===== src/design/grid_component_threshold_search_top_macros.svh =====
// assertion macros for the grid component threshold search block
// used by grid_component_threshold_search_top; needs clk_i and rst_ni in scope
`ifndef GRID_COMPONENT_THRESHOLD_SEARCH_TOP_MACROS_SVH
`define GRID_COMPONENT_THRESHOLD_SEARCH_TOP_MACROS_SVH

// same-cycle implication, checked out of reset
`define GCTS_ASSERT_NOW(lbl, ante, cons, msg) \
  lbl: assert property (@(posedge clk_i) disable iff (!rst_ni) (ante) |-> (cons)) \
    else $error(msg);

// next-cycle implication, checked out of reset
`define GCTS_ASSERT_NEXT(lbl, ante, cons, msg) \
  lbl: assert property (@(posedge clk_i) disable iff (!rst_ni) (ante) |=> (cons)) \
    else $error(msg);

`endif


===== src/design/gcts_pkg.sv =====
// shared types and constants for the grid component threshold search block
// no dependencies
`default_nettype none

package gcts_pkg;

  localparam int unsigned SRCH_W     = 21;
  localparam int unsigned OUT_W      = 20;
  localparam int unsigned SIDE_REG_W = 7;

  localparam logic [SRCH_W-1:0] SEARCH_BOUND = 21'd1000005;
  localparam logic [OUT_W-1:0]  THR_MIN      = 20'd1;
  localparam logic [OUT_W-1:0]  THR_MAX      = 20'd1000006;

  // register index of grid_side
  localparam logic REG_GRID_SIDE = 1'b0;

  typedef enum logic [4:0] {
    S_IDLE,
    S_CHECK,
    S_PINIT,
    S_CLR,
    S_EDGE,
    S_HA,
    S_HB,
    S_FRA,
    S_FWA,
    S_FRB,
    S_FWB,
    S_SZ,
    S_SZA,
    S_SZB,
    S_DECIDE,
    S_OUT
  } gcts_state_e;

  // controller to datapath
  typedef struct packed {
    logic load_clr;
    logic load_wr;
    logic search_init;
    logic probe_init;
    logic clr_wr;
    logic scan_init;
    logic next_edge;
    logic cap_ha;
    logic rd_hb;
    logic find_a;
    logic find_step;
    logic set_ra;
    logic set_rb;
    logic cap_sa;
    logic rd_sb;
    logic merge;
    logic decide;
  } gcts_cmd_t;

  // datapath to controller
  typedef struct packed {
    logic load_last;
    logic clr_last;
    logic scan_done;
    logic edge_valid;
    logic found;
    logic close;
    logic par_root;
    logic same_root;
    logic search_more;
  } gcts_status_t;

endpackage

`default_nettype wire


===== src/design/gcts_ctrl.sv =====
// sequencer for loading, probe clearing, edge merging and the threshold search
// depends on gcts_pkg
`default_nettype none

module gcts_ctrl (
  input  wire logic                  clk_i,
  input  wire logic                  rst_ni,
  input  wire logic                  start_i,
  input  wire logic                  cfg_wr_i,
  input  wire gcts_pkg::gcts_status_t st_i,
  output gcts_pkg::gcts_cmd_t        cmd_o,
  output logic                       busy_o,
  output logic                       done_o
);

  gcts_pkg::gcts_state_e state_q, state_d;

  // state register
  always_ff @(posedge clk_i or negedge rst_ni) begin
    if (!rst_ni) begin
      state_q <= gcts_pkg::S_IDLE;
    end else begin
      state_q <= state_d;
    end
  end

  // next state and commands
  always_comb begin
    state_d          = state_q;
    cmd_o            = '0;
    cmd_o.load_clr   = cfg_wr_i;
    busy_o           = (state_q != gcts_pkg::S_IDLE);
    done_o           = 1'b0;
    case (state_q)
      gcts_pkg::S_IDLE: begin
        if (start_i) begin
          cmd_o.load_wr = 1'b1;
          if (st_i.load_last) begin
            cmd_o.search_init = 1'b1;
            state_d           = gcts_pkg::S_CHECK;
          end
        end
      end
      gcts_pkg::S_CHECK: begin
        state_d = st_i.search_more ? gcts_pkg::S_PINIT : gcts_pkg::S_OUT;
      end
      gcts_pkg::S_PINIT: begin
        cmd_o.probe_init = 1'b1;
        state_d          = gcts_pkg::S_CLR;
      end
      gcts_pkg::S_CLR: begin
        cmd_o.clr_wr = 1'b1;
        if (st_i.clr_last) begin
          cmd_o.scan_init = 1'b1;
          state_d         = gcts_pkg::S_EDGE;
        end
      end
      gcts_pkg::S_EDGE: begin
        if (st_i.scan_done || st_i.found) begin
          state_d = gcts_pkg::S_DECIDE;
        end else if (!st_i.edge_valid) begin
          cmd_o.next_edge = 1'b1;
        end else begin
          state_d = gcts_pkg::S_HA;
        end
      end
      gcts_pkg::S_HA: begin
        cmd_o.cap_ha = 1'b1;
        cmd_o.rd_hb  = 1'b1;
        state_d      = gcts_pkg::S_HB;
      end
      gcts_pkg::S_HB: begin
        if (st_i.close) begin
          cmd_o.find_a = 1'b1;
          state_d      = gcts_pkg::S_FRA;
        end else begin
          cmd_o.next_edge = 1'b1;
          state_d         = gcts_pkg::S_EDGE;
        end
      end
      gcts_pkg::S_FRA: begin
        state_d = gcts_pkg::S_FWA;
      end
      gcts_pkg::S_FWA: begin
        if (st_i.par_root) begin
          cmd_o.set_ra = 1'b1;
          state_d      = gcts_pkg::S_FRB;
        end else begin
          cmd_o.find_step = 1'b1;
          state_d         = gcts_pkg::S_FRA;
        end
      end
      gcts_pkg::S_FRB: begin
        state_d = gcts_pkg::S_FWB;
      end
      gcts_pkg::S_FWB: begin
        if (st_i.par_root) begin
          cmd_o.set_rb = 1'b1;
          state_d      = gcts_pkg::S_SZ;
        end else begin
          cmd_o.find_step = 1'b1;
          state_d         = gcts_pkg::S_FRB;
        end
      end
      gcts_pkg::S_SZ: begin
        if (st_i.same_root) begin
          cmd_o.next_edge = 1'b1;
          state_d         = gcts_pkg::S_EDGE;
        end else begin
          state_d = gcts_pkg::S_SZA;
        end
      end
      gcts_pkg::S_SZA: begin
        cmd_o.cap_sa = 1'b1;
        cmd_o.rd_sb  = 1'b1;
        state_d      = gcts_pkg::S_SZB;
      end
      gcts_pkg::S_SZB: begin
        cmd_o.merge     = 1'b1;
        cmd_o.next_edge = 1'b1;
        state_d         = gcts_pkg::S_EDGE;
      end
      gcts_pkg::S_DECIDE: begin
        cmd_o.decide = 1'b1;
        state_d      = gcts_pkg::S_CHECK;
      end
      gcts_pkg::S_OUT: begin
        done_o  = 1'b1;
        state_d = gcts_pkg::S_IDLE;
      end
      default: begin
        state_d = gcts_pkg::S_IDLE;
      end
    endcase
  end

endmodule

`default_nettype wire


===== config.mk =====
export PLATFORM = sky130hd
export DESIGN_NAME = gcts_ctrl
export DESIGN_NICKNAME = d
export VERILOG_FILES = /design/src/design/grid_component_threshold_search_top_macros.svh /design/src/design/gcts_pkg.sv /design/src/design/gcts_ctrl.sv
export SDC_FILE = /design/constraint.sdc
export NUM_CORES = 1
export LEC_CHECK = 0
export BUFFER_PORTS_ARGS = -buffer_cell sky130_fd_sc_hd__buf_4
export CELL_PAD_IN_SITES_DETAIL_PLACEMENT = 1
export CELL_PAD_IN_SITES_GLOBAL_PLACEMENT = 2
export CORE_AREA = 2 2 45 68
export CTS_BUF_LIST = sky130_fd_sc_hd__clkbuf_8
export DETAILED_ROUTE_END_ITERATION = 8
export DIE_AREA = 0 0 47 70
export PLACE_DENSITY = 0.82
export SLEW_MARGIN = 25
export SYNTH_ARGS = -nofsm -noshare
export SYNTH_HDL_FRONTEND = slang
export SYNTH_SLANG_ARGS = --single-unit

===== constraint.sdc =====
create_clock -name clk_i -period 1.9 [get_ports clk_i]
set_clock_uncertainty 0.15 [all_clocks]
set_input_delay 0.285 -clock clk_i [delete_from_list [all_inputs] [get_ports clk_i]]
set_output_delay 0.285 -clock clk_i [all_outputs]
set_load 0.02 [all_outputs]

==> out/metrics.cfg <==
[yosys]
ys_types = 32
syn-mean-instance-area_um2 = 6.99
yosysWarnings = 0
synth-edff-count = 0
postSynthCellCount = 82
synth_nets = 95
yosys_most_used_dff = dfrtp_1
ys_async_sr_fraction_pct = 100
synth-seq-area-share_pct = 17.5
syn-cell-area_um2 = 573
synth-seq-cells = 4

[floorplan]
die_h_um = 70
fp.dieArea_um2 = 3290
initial_core_util_pct = 20.7
core-area_um2 = 2760
rows = 24
ios = 32
die_w_um = 47

[finish]
synthToLayoutAreaGrowth_pct = 57.6
utilization_pct = 32.7
final_cell_area_um2 = 903
layout.cells.non_filler = 152
largest_register = state_q
top_regs = state_q x4
multi_input_area_um2 = 405
fillers = 365
nets = 128
largest_register_ffs = 4
drive_above_1_share_pct = 46.0
ff_latch_area_um2 = 104
n_antenna_cell = 0

[run_status]
outcome = completed

[pwr]
powerDensity_nw_per_um2 = 1680
ir_worst_vdd_uv = 599
p_total_w = 0.00152
p_leak_nw = 0.421

[global_route]
grt_pass1_vias = 729
grt_pass1_wl_mm = 3.47
grt_antenna_before_repair = 0
grt-ovfl-total = 0
grt_usage_pct = 14.5
grt_max_degree = 14

[sta]
finalMaxSlewViolations = 0
worst_slack_ns = 0.0716
worst-slew-pin-transition_ns = 0.350
setup_viol = 0
finalCriticalPeriod_ns = 1.83
fin_crit_sh_pct = 96.2
final_hold_viol_count = 0
clock.fmax_mhz = 547
slew_headroom_pct = 76.6

[critical_path]
cp.arrival_ns = 1.39
r2r_cells = 4
critPathKind = flip-flop to primary output
critPathMaxFanout = 10
cpMaxStageDelayCell = dfrtp_2
path_cells = nand2b_1 > nor3_1 > buf_4
slowest_delay_ns = 0.48
cp_top_family = simple AND/OR/NAND/NOR gates
cp.required_ns = 1.46
cp-end-kind = primary output
crit_path_start_kind = flip-flop
crit_buf_inv = 1
critical_path_depth = 3

[clock_network]
clk_pin_slew_worst_paths_ns = 0.03
clockBufferDepth = 2
clock_sinks = 4
cts_tree = built
clkLatencyLatePin_ns = 0.22
cts_max_level = 1
cts-buffers-inserted = 3
cts-root-buf = clkbuf_8

[route]
first_pass_iters = 2
wire_per_inst_um = 14.1
postRouteAntennaNets = 0
wirelength_mm = 2.14
drc = 0
via_count = 712
via_per_inst = 4.68
first_iter_violations = 15

[min_path]
min_path_cells = 2
hold_class = input port to flip-flop

[place]
port-buffer-count = 29
dp_hpwl_mm = 1.71
dp_slack_ns = 0.0898
gp_congestion = 0.910
dpl_cell_area_um2 = 820
place_inst = 146

[job]
cap_violations = 0

## path summary, 6_finish.rpt
kind	to	slack (ns)	start
worst min register to register	state_q[2]$_DFFE_PN0P_	0.54	state_q[2]$_DFFE_PN0P_
worst max register to register	state_q[0]$_DFFE_PN0P_	0.24	state_q[1]$_DFFE_PN0P_
max in group asynchronous	state_q[2]$_DFFE_PN0P_	1.23	rst_ni
worst max-delay path	cmd_o[7]	0.07	state_q[3]$_DFFE_PN0P_
min in group asynchronous	state_q[1]$_DFFE_PN0P_	0.26	rst_ni
worst min-delay path	state_q[0]$_DFFE_PN0P_	0.14	st_i[7]
## logic make-up after synthesis
logic type	synth area share, %
AOI/OAI and AO/OA	26.2
xor gates and xnor gates	1.53
DFF	17.5
and+or+nand+nor	38.4
buffers and inverters	16.4
## synth_stat cells, types with 2 or more instances
library cell  n  share of area (%)
nand2_1       8                5.2
o211ai_1      3                3.9
nor2b_1       2                2.2
a21oi_1       2                1.7
o31ai_1       2                2.6
buf_2         3                2.6
o21ai_1       3                2.6
nand3_1       3                2.6
nand2b_4      2                4.8
dfrtp_1       4                 17
nor2_2        2                2.2
nand4_1       2                2.2
buf_6         2                3.9
buf_4         5                6.6
nor3_1        6                5.2
o21ai_0       2                1.7
inv_1         5                3.3
nor4_1        2                2.2
nor2_1        8                5.2
nand2b_1      4                4.4
## stage by stage
step                      setup TNS [ns]  hold slack, ns
after global routing            -0.00203           0.158
after global placement                 0         -0.0670
after CTS                              0           0.143
after detailed placement               0         -0.0665
after floorplan                        0          -0.161
final                                  0           0.143
## report_power, final
| part | internal (W) | leakage, nW | total, W | switching, W |
|---|---|---|---|---|
| Clock | 0.000135 | 0.0216 | 0.000178 | 0.0000433 |
| Combinational | 0.000482 | 0.355 | 0.00108 | 0.000594 |
| Sequential | 0.000139 | 0.0446 | 0.000265 | 0.000126 |
## per-layer routing
layer	part of all wire [%]	GRT usage, %
met5	0	0
met4	1.3	6.48
met3	2.9	0.775
met2	57	26.8
met1	38	15.5
## final cells by class
cell class	count	area share [%]
clock buffer	3	4.57
sequential	4	11.5
inverter	5	2.08
multi-input combinational	63	44.9
tap	39	5.40
timing repair buffer	38	31.6
## cells in the final DEF (no fill, tap or decap), drive strengths merged
cell type / Yosys / final
buf: 10 / 36
nor2: 10 / 10
nand2: 8 / 8
nor3: 6 / 6
nand2b: 6 / 6
inv: 5 / 5
o21ai: 5 / 5
clkbuf: 0 / 4
dfrtp: 4 / 4
nand3: 3 / 3
o211ai: 3 / 3
a21oi: 2 / 2
nand4: 2 / 2
nor2b: 2 / 2
nor4: 2 / 2
o31ai: 2 / 2
and2: 1 / 1
and3: 1 / 1
xor2: 1 / 1
a21o: 1 / 1
o311ai: 1 / 1
a31o: 1 / 1
a211oi: 1 / 1
a2bb2oi: 1 / 1
o31a: 1 / 1
o32a: 1 / 1
o22a: 1 / 1
o32ai: 1 / 1
dlygate4sd3: 0 / 1
## repair_timing
item,in CTS,in global routing
gates resized for setup,2,5
endpoints found under the setup margin,4,8
pin swaps,1,0
setup buffers,0,2
endpoints found under the hold margin,4,0
hold buffers,1,0
(Power assumes the default switching activity.)
